$ cat config.mk
export PLATFORM = sky130hd
export DESIGN_NAME = csv_field_tokenizer
export DESIGN_NICKNAME = d
export VERILOG_FILES = /design/src/rtl/core/csvft_pkg.sv /design/src/rtl/core/csv_field_tokenizer.sv
export SDC_FILE = /design/constraint.sdc
export NUM_CORES = 1
export LEC_CHECK = 0
export ABC_CLOCK_PERIOD_IN_PS = 3550
export BUFFER_PORTS_ARGS = -buffer_cell sky130_fd_sc_hd__buf_4
export CAP_MARGIN = 30
export CORE_MARGIN = 1
export CORE_UTILIZATION = 56
export DETAILED_ROUTE_END_ITERATION = 16
export HOLD_SLACK_MARGIN = 0.08
export MAX_ROUTING_LAYER = met4
export PLACE_DENSITY = 0.77
export REMOVE_ABC_BUFFERS = 1
export SYNTH_ARGS = -nofsm -noshare
export SYNTH_HDL_FRONTEND = slang
export SYNTH_SLANG_ARGS = --single-unit
$ cat constraint.sdc
create_clock -name clk -period 3.55 [get_ports clk]
set_input_delay 0.71 -clock clk [delete_from_list [all_inputs] [get_ports clk]]
set_output_delay 0.71 -clock clk [all_outputs]
set_load 0.01 [all_outputs]
$ cat src/rtl/core/csvft_pkg.sv
// Shared codes and character constants for the CSV field tokenizer.
`default_nettype none

package csvft_pkg;

    localparam int KIND_W = 3;
    localparam int ERR_W  = 3;
    localparam int DATA_W = 7;
    localparam int IDX_W  = 8;

    // Result kinds
    localparam logic [KIND_W-1:0] KIND_DATA = 3'd0;
    localparam logic [KIND_W-1:0] KIND_FEND = 3'd1;
    localparam logic [KIND_W-1:0] KIND_REND = 3'd2;
    localparam logic [KIND_W-1:0] KIND_EOD  = 3'd3;
    localparam logic [KIND_W-1:0] KIND_ERR  = 3'd4;

    // Error codes
    localparam logic [ERR_W-1:0] ERR_NONE      = 3'd0;
    localparam logic [ERR_W-1:0] ERR_NON_ASCII = 3'd1;
    localparam logic [ERR_W-1:0] ERR_EOF_QUOTE = 3'd2;
    localparam logic [ERR_W-1:0] ERR_CR_NO_LF  = 3'd3;
    localparam logic [ERR_W-1:0] ERR_STRAY     = 3'd4;
    localparam logic [ERR_W-1:0] ERR_LENGTH    = 3'd5;
    localparam logic [ERR_W-1:0] ERR_TOO_MANY  = 3'd6;

    // Characters
    localparam logic [7:0] CH_CR    = 8'h0D;
    localparam logic [7:0] CH_LF    = 8'h0A;
    localparam logic [7:0] CH_COMMA = 8'h2C;
    localparam logic [7:0] CH_QUOTE = 8'h22;

endpackage

`default_nettype wire

$ cat src/rtl/core/csv_field_tokenizer.sv
// CSV field tokenizer: byte-per-word parser with record length checking.
//
//  channel | signals                                            | dir
//  --------+----------------------------------------------------+-----
//  in      | in_valid, in_ready, in_byte, end_of_input          | in
//  out     | out_valid, out_ready, kind, data_byte, field_index,|
//          | error_code                                         | out
//
// One word per cycle when in_ready is high: the parser state and the result
// register both update at the accepting edge, so the result appears in the next
// cycle. Words that give no result (opening quote, CR, quote inside quotes) just
// advance the state. in_ready is low only while a result waits and out_ready is
// low. Reset clears the state to the start of a record, no width known.
`default_nettype none

module csv_field_tokenizer #(
    parameter int MAX_FIELDS = 255
) (
    input  wire logic       clk,
    input  wire logic       rst_n,
    input  wire logic       in_valid,
    output logic            in_ready,
    input  wire logic [7:0] in_byte,
    input  wire logic       end_of_input,
    output logic            out_valid,
    input  wire logic       out_ready,
    output logic [2:0]      kind,
    output logic [6:0]      data_byte,
    output logic [7:0]      field_index,
    output logic [2:0]      error_code
);

    import csvft_pkg::*;

    localparam int CNT_W = $clog2(MAX_FIELDS + 1);
    localparam logic [CNT_W:0] MAX_EXT = (CNT_W + 1)'(MAX_FIELDS);

    typedef enum logic [2:0] {
        PH_REC_START,
        PH_FIELD_START,
        PH_UNQUOTED,
        PH_QUOTED,
        PH_QUOTE_SEEN,
        PH_CR,
        PH_DONE,
        PH_ERROR
    } phase_t;

    typedef enum logic [2:0] {
        ACT_NONE,
        ACT_DATA,
        ACT_FIELD,
        ACT_RECORD,
        ACT_EOD,
        ACT_FAIL,
        ACT_REPEAT
    } act_t;

    phase_t                 phase_reg, phase_next, phase_step;
    logic [CNT_W-1:0]       count_reg, count_next;
    logic [CNT_W-1:0]       expected_reg, expected_next;
    logic                   known_reg, known_next;
    logic [ERR_W-1:0]       err_reg, err_next;

    logic                   out_valid_reg, out_valid_next;
    logic [KIND_W-1:0]      kind_reg, kind_next;
    logic [DATA_W-1:0]      data_reg, data_next;
    logic [IDX_W-1:0]       index_reg, index_next;
    logic [ERR_W-1:0]       code_reg, code_next;

    act_t                   act;
    logic [ERR_W-1:0]       fail_code;
    logic                   accept;
    logic                   emit;
    logic [CNT_W:0]         count_inc;
    logic [CNT_W+IDX_W-1:0] count_wide;
    logic                   too_many;
    logic                   len_bad;
    logic                   is_comma, is_lf, is_cr, is_quote, is_sep;

    assign in_ready  = !out_valid_reg || out_ready;
    assign accept    = in_valid && in_ready;

    assign count_inc  = {1'b0, count_reg} + (CNT_W + 1)'(1);
    assign count_wide = {{IDX_W{1'b0}}, count_reg};
    assign too_many   = count_inc >= MAX_EXT;
    assign len_bad    = known_reg && (count_inc != {1'b0, expected_reg});

    assign is_comma = in_byte == CH_COMMA;
    assign is_lf    = in_byte == CH_LF;
    assign is_cr    = in_byte == CH_CR;
    assign is_quote = in_byte == CH_QUOTE;
    assign is_sep   = is_comma || is_lf || is_cr;

    // Decide what the word does, before field and record checks.
    always_comb
    begin
        act        = ACT_NONE;
        fail_code  = ERR_NONE;
        phase_step = phase_reg;
        if (phase_reg == PH_ERROR) begin
            act = ACT_REPEAT;
        end else if (phase_reg == PH_DONE) begin
            act = ACT_NONE;
        end else if (end_of_input) begin
            case (phase_reg)
                PH_REC_START:
                begin
                    act        = ACT_EOD;
                    phase_step = PH_DONE;
                end
                PH_QUOTED:
                begin
                    act       = ACT_FAIL;
                    fail_code = ERR_EOF_QUOTE;
                end
                PH_CR:
                begin
                    act       = ACT_FAIL;
                    fail_code = ERR_CR_NO_LF;
                end
                default:
                begin
                    act = ACT_RECORD;
                end
            endcase
        end else if (in_byte[7]) begin
            act       = ACT_FAIL;
            fail_code = ERR_NON_ASCII;
        end else begin
            case (phase_reg)
                PH_REC_START, PH_FIELD_START, PH_UNQUOTED:
                begin
                    if (is_quote && phase_reg != PH_UNQUOTED) begin
                        phase_step = PH_QUOTED;
                    end else if (is_comma) begin
                        act = ACT_FIELD;
                    end else if (is_lf) begin
                        act = ACT_RECORD;
                    end else if (is_cr) begin
                        phase_step = PH_CR;
                    end else begin
                        act        = ACT_DATA;
                        phase_step = PH_UNQUOTED;
                    end
                end
                PH_QUOTED:
                begin
                    if (is_quote) begin
                        phase_step = PH_QUOTE_SEEN;
                    end else begin
                        act = ACT_DATA;
                    end
                end
                PH_QUOTE_SEEN:
                begin
                    if (is_quote) begin
                        act        = ACT_DATA;
                        phase_step = PH_QUOTED;
                    end else if (is_comma) begin
                        act = ACT_FIELD;
                    end else if (is_lf) begin
                        act = ACT_RECORD;
                    end else if (is_cr) begin
                        phase_step = PH_CR;
                    end else begin
                        act       = ACT_FAIL;
                        fail_code = ERR_STRAY;
                    end
                end
                PH_CR:
                begin
                    if (is_lf) begin
                        act = ACT_RECORD;
                    end else begin
                        act       = ACT_FAIL;
                        fail_code = ERR_CR_NO_LF;
                    end
                end
                default:
                begin
                    act = ACT_NONE;
                end
            endcase
        end
        if (!is_sep && act == ACT_NONE && phase_step == PH_CR) begin
            phase_step = phase_reg;
        end
    end

    // Resolve field and record ends, build the result.
    always_comb
    begin
        phase_next    = phase_reg;
        count_next    = count_reg;
        expected_next = expected_reg;
        known_next    = known_reg;
        err_next      = err_reg;
        emit          = 1'b1;
        kind_next     = KIND_DATA;
        data_next     = '0;
        index_next    = count_wide[IDX_W-1:0];
        code_next     = ERR_NONE;
        case (act)
            ACT_NONE:
            begin
                emit       = 1'b0;
                phase_next = phase_step;
            end
            ACT_DATA:
            begin
                data_next  = in_byte[DATA_W-1:0];
                phase_next = phase_step;
            end
            ACT_FIELD:
            begin
                if (too_many) begin
                    kind_next  = KIND_ERR;
                    code_next  = ERR_TOO_MANY;
                    err_next   = ERR_TOO_MANY;
                    phase_next = PH_ERROR;
                end else begin
                    kind_next  = KIND_FEND;
                    count_next = count_inc[CNT_W-1:0];
                    phase_next = PH_FIELD_START;
                end
            end
            ACT_RECORD:
            begin
                if (len_bad) begin
                    kind_next  = KIND_ERR;
                    code_next  = ERR_LENGTH;
                    err_next   = ERR_LENGTH;
                    phase_next = PH_ERROR;
                end else begin
                    kind_next  = KIND_REND;
                    count_next = '0;
                    phase_next = PH_REC_START;
                    if (!known_reg) begin
                        expected_next = count_inc[CNT_W-1:0];
                        known_next    = 1'b1;
                    end
                end
            end
            ACT_EOD:
            begin
                kind_next  = KIND_EOD;
                index_next = '0;
                phase_next = phase_step;
            end
            ACT_FAIL:
            begin
                kind_next  = KIND_ERR;
                code_next  = fail_code;
                err_next   = fail_code;
                phase_next = PH_ERROR;
            end
            ACT_REPEAT:
            begin
                kind_next = KIND_ERR;
                code_next = err_reg;
            end
            default:
            begin
                emit = 1'b0;
            end
        endcase
    end

    // Drop the held result once taken, load a new one on accept.
    always_comb
    begin
        out_valid_next = out_valid_reg && !out_ready;
        if (accept && emit) begin
            out_valid_next = 1'b1;
        end
    end

    always_ff @(posedge clk or negedge rst_n)
    begin
        if (!rst_n) begin
            phase_reg     <= PH_REC_START;
            count_reg     <= '0;
            expected_reg  <= '0;
            known_reg     <= 1'b0;
            err_reg       <= ERR_NONE;
            out_valid_reg <= 1'b0;
        end else begin
            out_valid_reg <= out_valid_next;
            if (accept) begin
                phase_reg    <= phase_next;
                count_reg    <= count_next;
                expected_reg <= expected_next;
                known_reg    <= known_next;
                err_reg      <= err_next;
            end
        end
    end

    always_ff @(posedge clk)
    begin
        if (accept && emit) begin
            kind_reg  <= kind_next;
            data_reg  <= data_next;
            index_reg <= index_next;
            code_reg  <= code_next;
        end
    end

    assign out_valid   = out_valid_reg;
    assign kind        = kind_reg;
    assign data_byte   = data_reg;
    assign field_index = index_reg;
    assign error_code  = code_reg;

endmodule

`default_nettype wire
# [Yosys cells after proc, flatten, opt, wreduce, memory -nomap -nowiden]
# Cells that the tools add are included.
[totals] word_cells=127 input_bits=13 register_bits=45 output_inout_bits=23
[op_classes] mux=60 n_lt_le_gt_ge=1 n_reduce_logical=28 eq_ne=25 n_bitwise=2 addsub=1
[op_table] cell="3-bit two-way mux" count=40
[op_table] cell="3-bit case mux with 4 select lines" count=4
[op_table] cell="3-bit equality test, second input constant" count=8
[op_table] cell="3-bit case mux with 3 select lines" count=2
[op_table] cell="8-bit by 4-bit equality test with 1-bit output, second input constant" count=2
[op_table] cell="8-bit by 6-bit equality test with 1-bit output, second input constant" count=2
[op_table] cell="8-bit two-way mux" count=2
[op_table] cell="8-bit case mux with 2 select lines" count=1
[op_table] cell="3-bit by 2-bit equality test with 1-bit output, second input constant" count=4
[op_table] cell="3-bit case mux with 2 select lines" count=2
[op_table] cell="4-bit AND reduction" count=3
[op_table] cell="2-bit inequality test, second input constant" count=5
[op_table] cell="8-bit by 1-bit adder with 9-bit output, second input constant" count=1
[op_table] cell="9-bit by 8-bit >= comparator with 1-bit output, second input constant" count=1
[op_table] cell="9-bit by 8-bit inequality test with 1-bit output" count=1
[op_table] cell="2-bit two-way mux" count=4
[op_table] cell="1-bit logical AND" count=7
[op_table] cell="3-bit by 1-bit equality test with 1-bit output, second input constant" count=2
[op_table] cell="3-bit logical NOT" count=2
[op_table] cell="3-bit AND reduction" count=2
[op_table] cell="3-bit OR reduction" count=2
[op_table] cell="6-bit OR reduction" count=1
[op_table] cell="1-bit two-way mux" count=4
[op_table] cell="2-bit case mux with 2 select lines" count=1
[op_table] cell="8 further kinds" count=14

# [Longest topological paths before layout]
[logic_depth] ltp_word=15 mapped_depth=11 mapped_depth_nobuf=9

# [Worst setup path before layout]
# No wires, ideal clock.
[synth_path] kind="input to register" start="in in_byte[5]" end="reg data_reg[0], in the netlist data_byte[0], enable pin" path_stages=7 setup_ns=0.342 required_ns=3.208 n_path_buf=0 arrival_time_ns=2.565 path_slack_ns=0.643 cell_sequence="or3b_4 > or3b_1 > a31oi_1 > o32ai_1 > or2_2 > o21ai_0 > inv_1"
[synth_via] elab_chain_len=14 elab_cells_between_ends=29 cone_classes="eq/ne: 10; mux: 16; reduce/logical: 3"
[synth_rtl] element="start, declared" line_no="csv_field_tokenizer.sv:23" rtl="input wire logic [7:0] in_byte,"
[synth_rtl] element="8-bit by 4-bit equality test with 1-bit output" line_no="csv_field_tokenizer.sv:91" rtl="assign is_cr = in_byte == CH_CR;"
[synth_rtl] element="3-bit two-way mux or 1-bit two-way mux (tied branches)" line_no="csv_field_tokenizer.sv:164, csv_field_tokenizer.sv:140"
[synth_rtl] element="3-bit two-way mux or 2-bit two-way mux (tied branches)" line_no="csv_field_tokenizer.sv:162, csv_field_tokenizer.sv:138"
[synth_rtl] element="3-bit two-way mux or 2-bit two-way mux (tied branches)" line_no="csv_field_tokenizer.sv:160, csv_field_tokenizer.sv:136"
[synth_rtl] element="3-bit two-way mux or 2-bit two-way mux (tied branches)" line_no="csv_field_tokenizer.sv:157, csv_field_tokenizer.sv:134"
[synth_rtl] element="3-bit case mux with 4 select lines *" line_no="csv_field_tokenizer.sv:131" rtl="case (phase_reg)"
[synth_rtl] element="3-bit two-way mux *" line_no="csv_field_tokenizer.sv:127" rtl="end else if (in_byte[7]) begin"
[synth_rtl] element="3-bit two-way mux *" line_no="csv_field_tokenizer.sv:105" rtl="end else if (end_of_input) begin"
[synth_rtl] element="3-bit two-way mux *" line_no="csv_field_tokenizer.sv:103" rtl="end else if (phase_reg == PH_DONE) begin"
[synth_rtl] element="3-bit two-way mux *" line_no="csv_field_tokenizer.sv:101" rtl="if (phase_reg == PH_ERROR) begin"
[synth_rtl] element="3-bit by 2-bit equality test with 1-bit output (tied with other cells)" line_no="csv_field_tokenizer.sv:204" rtl="case (act)"
[synth_rtl] element="6-bit OR reduction (no source line) *"
[synth_rtl] element="1-bit two-way mux *" line_no="csv_field_tokenizer.sv:204"
[synth_rtl] element="1-bit logical AND *" line_no="csv_field_tokenizer.sv:302" rtl="if (accept && emit) begin"
[synth_rtl] element="end signal, assigned" line_no="csv_field_tokenizer.sv:304" rtl="data_reg <= data_next;"
[synth_rtl] element="end, declared" line_no="csv_field_tokenizer.sv:67" rtl="logic [DATA_W-1:0] data_reg, data_next;"
# Mark *: on every way between the ends. The rest lies on a longest branch, timed or not.
# A chain may end at the register's enable or synchronous reset.

# [Worst setup path in the final report]
[layout_path] start="reg count_reg[0]" end="reg phase_reg[1]"
[layout_via] elab_chain_len=5 elab_cells_between_ends=7 cone_classes="add/sub: 1; order compare: 1; eq/ne: 1; mux: 3; reduce/logical: 1"
[layout_rtl] element="start, declared" line_no="csv_field_tokenizer.sv:60" rtl="logic [CNT_W-1:0] count_reg, count_next;"
[layout_rtl] element="start signal, assigned" line_no="csv_field_tokenizer.sv:292" rtl="count_reg <= count_next;"
[layout_rtl] element="8-bit by 1-bit adder with 9-bit output *" line_no="csv_field_tokenizer.sv:84" rtl="assign count_inc = {1'b0, count_reg} + (CNT_W + 1)'(1);"
[layout_rtl] element="via count_inc[0]" line_no="csv_field_tokenizer.sv:75" rtl="logic [CNT_W:0] count_inc;"
[layout_rtl] element="parallel branches: the longest is 3 deep, another holds 9-bit by 8-bit >= comparator with 1-bit output"
[layout_rtl] element="3-bit case mux with 4 select lines *" line_no="csv_field_tokenizer.sv:204"
[layout_rtl] element="end signal, assigned" line_no="csv_field_tokenizer.sv:291" rtl="phase_reg <= phase_next;"
[layout_rtl] element="end, declared" line_no="csv_field_tokenizer.sv:59" rtl="phase_t phase_reg, phase_next, phase_step;"
# Mark *: on every way through the listed nets, which the timed path passes.

==> key figures <==
Drt
  – Post-route ant nets: 0
  – Post-Route WL: 6900 um
  – Drt via density: 6.17
  – Drc violations: 0
  – Drt wl/cell: 16.6 um
  – Starting DRT DRC Count: 279
  – TritonRoute pass-1 iters: 5
  – Vias: 2574

Outcome
  – Status: complete, no violations

Clock tree
  – Hold buffer count at cts: 0
  – Clock transition at path regs: 90 ps
  – Clock sinks: 45
  – Root Buffer: clkbuf_8
  – Post-CTS sizing: 0
  – CTS tree: done
  – CTS Buffer Depth: 2
  – H-tree depth: 2
  – Post-CTS setup buffer count: 0
  – Worst skew pair latency: 300 ps
  – CTS Buf Count: 5

Global route
  – Total GRT Usage: 0.270
  – Total grt overflow: 0
  – First-pass GRT wire length: 11100 um
  – Number of global-route vias before repair: 2258
  – Largest net degree at the start of global routing: 25
  – Initial antenna violation count: 0

Synth
  – Seq/Total Area, Yosys: 0.408
  – Asr flop ratio synth: 0.533
  – Top FF cell, synth: dfrtp_1
  – Mapped Area: 3020 um2
  – Mean Syn Cell Area: 9.43 um2
  – Ys Warns: 0
  – Synth Register Bits: 45
  – Post-synth EDFFs: 21
  – Distinct cells, synth: 73
  – Cell count after synthesis: 320

Setup path
  – Critical Path RT: 3740 ps
  – CP Max Fanout: 9
  – Critical path arrival: 3340 ps
  – Crit Path Class: register to register
  – Worst r2r src: count_reg[0]$_DFFE_PN0P_
  – Reg2reg path depth: 9
  – R2r setup slk: 400 ps
  – CP Capture Type: register
  – Nature of the critical path startpoint: register
  – R2r endpoint: phase_reg[1]$_DFFE_PN0P_

Hold path
  – Min-delay worst type: input port to async pin

Place
  – Post-Place Cells: 409
  – RD Place Congestion: 1.01
  – IO Port Bufs: 35
  – Final HPWL DP: 4920 um

Timing
  – Final setup TNS: 0 ps
  – Tmin final: 3150 ps
  – Worst slew margin: 0.504
  – Final Skew: 10.6 ps
  – Slew @ Worst Pin: 740 ps
  – Final period utilization: 0.887
  – RSZ-0062 raised after global routing: false
  – Fmax: 318 MHz
  – Final setup fails: 0
  – Final Hold Fails: 0
  – Final slew viol count: 0

Layout
  – NumNets Final: 361
  – Multi-input gate area: 1590 um2
  – Share of layout cells above drive strength 1: 0.222
  – Highest-count cells in the layout ignoring fill and taps: buf_4 (43), o21ai_0 (24), dfrtp_1 (24)
  – Final std cells w/o fill: 417
  – Total inserted antenna cells: 0
  – Commonest non-fill, non-tap cell in the layout: buf_4
  – Reg area: 1230 um2
  – Area growth from synthesis to layout: 13.2%
  – Fill count: 450

Run
  – Max Cap Violations: 0

Die
  – Die extent in x: 75.4 um
  – Initial Util: 0.587
  – Full die area: 5680 um2
  – Die height: 75.4 um
  – Num ports: 36
  – # rows: 26
  – Core area: 5140 um2

Power and ir drop
  – P per Cell Area: 638 nW/um2
  – Peak VDD IR: 0.000373 V
  – Pleak: 1.37 nW
[power breakdown]
group | switching (mW) | total, mW | internal, mW | leakage [nW]
Combinational | 0.532 | 0.948 | 0.417 | 0.815
Clock | 0.184 | 0.439 | 0.255 | 0.0669
Sequential | 0.0950 | 0.791 | 0.696 | 0.484
Total | 0.811 | 2.18 | 1.37 | 1.37
[critical path: stages (launching register included)]
cell       delay (ps)
dfrtp_1           490
inv_1             120
ha_1              340
xnor2_1           140
a311oi_1          290
o2111ai_1         170
nor4_1            440
a21oi_1           200
a2111o_1          490
o32a_1            360
[worst max path at each step]
stage,endpoint,start,slack [ps],cells after the start
floorplan,err_reg[1]$_DFFE_PN0P_,in_byte[3],490,7
global placement,field_index[5]$_SDFFCE_PN0P_,in_byte[3],350,8
detailed placement,field_index[5]$_SDFFCE_PN0P_,in_byte[3],270,8
CTS,phase_reg[1]$_DFFE_PN0P_,count_reg[0]$_DFFE_PN0P_,430,9
global route,phase_reg[1]$_DFFE_PN0P_,count_reg[0]$_DFFE_PN0P_,180,8
finish,phase_reg[1]$_DFFE_PN0P_,count_reg[0]$_DFFE_PN0P_,400,9
[per-layer routing]
layer,part of all wire,vias to the layer above,track usage
met5,0,-,-
met4,0.0087,0,0.0617
met3,0.077,7,0.0489
met2,0.43,150,0.380
met1,0.48,1173,0.404
li1,-,1244,-
[final cells by class]
class                           count  share of cell area
Timing Repair Buffer               43              0.0945
Inverter                           15              0.0165
Multi-Input combinational cell    236               0.464
Clock inverter                      2              0.0114
Tap cell                           70              0.0256
Sequential cell                    45               0.360
Clock buffer                        6              0.0275
[per-stage QoR]
stage,cell area (um2),setup WS [ps],power [mW],hold slack (ps),util
2_1_floorplan,2870,489,1.38,414,-
3_3_place_gp,3280,346,1.72,488,0.639
3_5_place_dp,3280,270,1.73,501,0.639
4_1_cts,3420,432,2.17,298,0.665
5_1_grt,3420,178,2.32,305,0.665
6_report,3420,401,2.18,289,0.665
[cells by family after synthesis]
kind of cell / count (synthesis) / synth area share
XOR/XNOR: 13 / 0.0377
buffers and inverters: 39 / 0.0664
multiplexers: 13 / 0.0452
flip-flops: 45 / 0.408
adder cells (fa/ha/maj): 2 / 0.00829
AO/OA/AOI/OAI: 96 / 0.225
AND/OR/NAND/NOR: 112 / 0.209
[synthesized netlist by cell type (3+ instances only)]
| master | count | area, um2 |
|---|---|---|
| buf_2 | 3 | 15.0 |
| nor4_1 | 3 | 18.8 |
| clkbuf_8 | 3 | 41.3 |
| nor2b_1 | 10 | 62.6 |
| o21bai_1 | 3 | 22.5 |
| nor3_1 | 7 | 35.0 |
| nand2_1 | 19 | 71.3 |
| a21oi_1 | 11 | 55.1 |
| a31oi_1 | 7 | 43.8 |
| xor2_1 | 6 | 52.6 |
| o21ai_0 | 24 | 120 |
| mux2i_1 | 8 | 80.1 |
| nand2b_1 | 6 | 37.5 |
| o31ai_1 | 12 | 90.1 |
| edfxtp_1 | 21 | 631 |
| dfrtp_1 | 24 | 601 |
| o211ai_1 | 4 | 30.0 |
| or2_2 | 5 | 31.3 |
| and3_1 | 3 | 18.8 |
| nor2_1 | 17 | 63.8 |
| or3_1 | 4 | 25.0 |
| clkbuf_1 | 13 | 48.8 |
| a311oi_1 | 3 | 26.3 |
| xnor2_1 | 7 | 61.3 |
| and2_1 | 6 | 37.5 |
| mux2_2 | 5 | 56.3 |
| inv_1 | 15 | 56.3 |
| nand3_1 | 12 | 60.1 |
(Power assumes the default switching activity.)
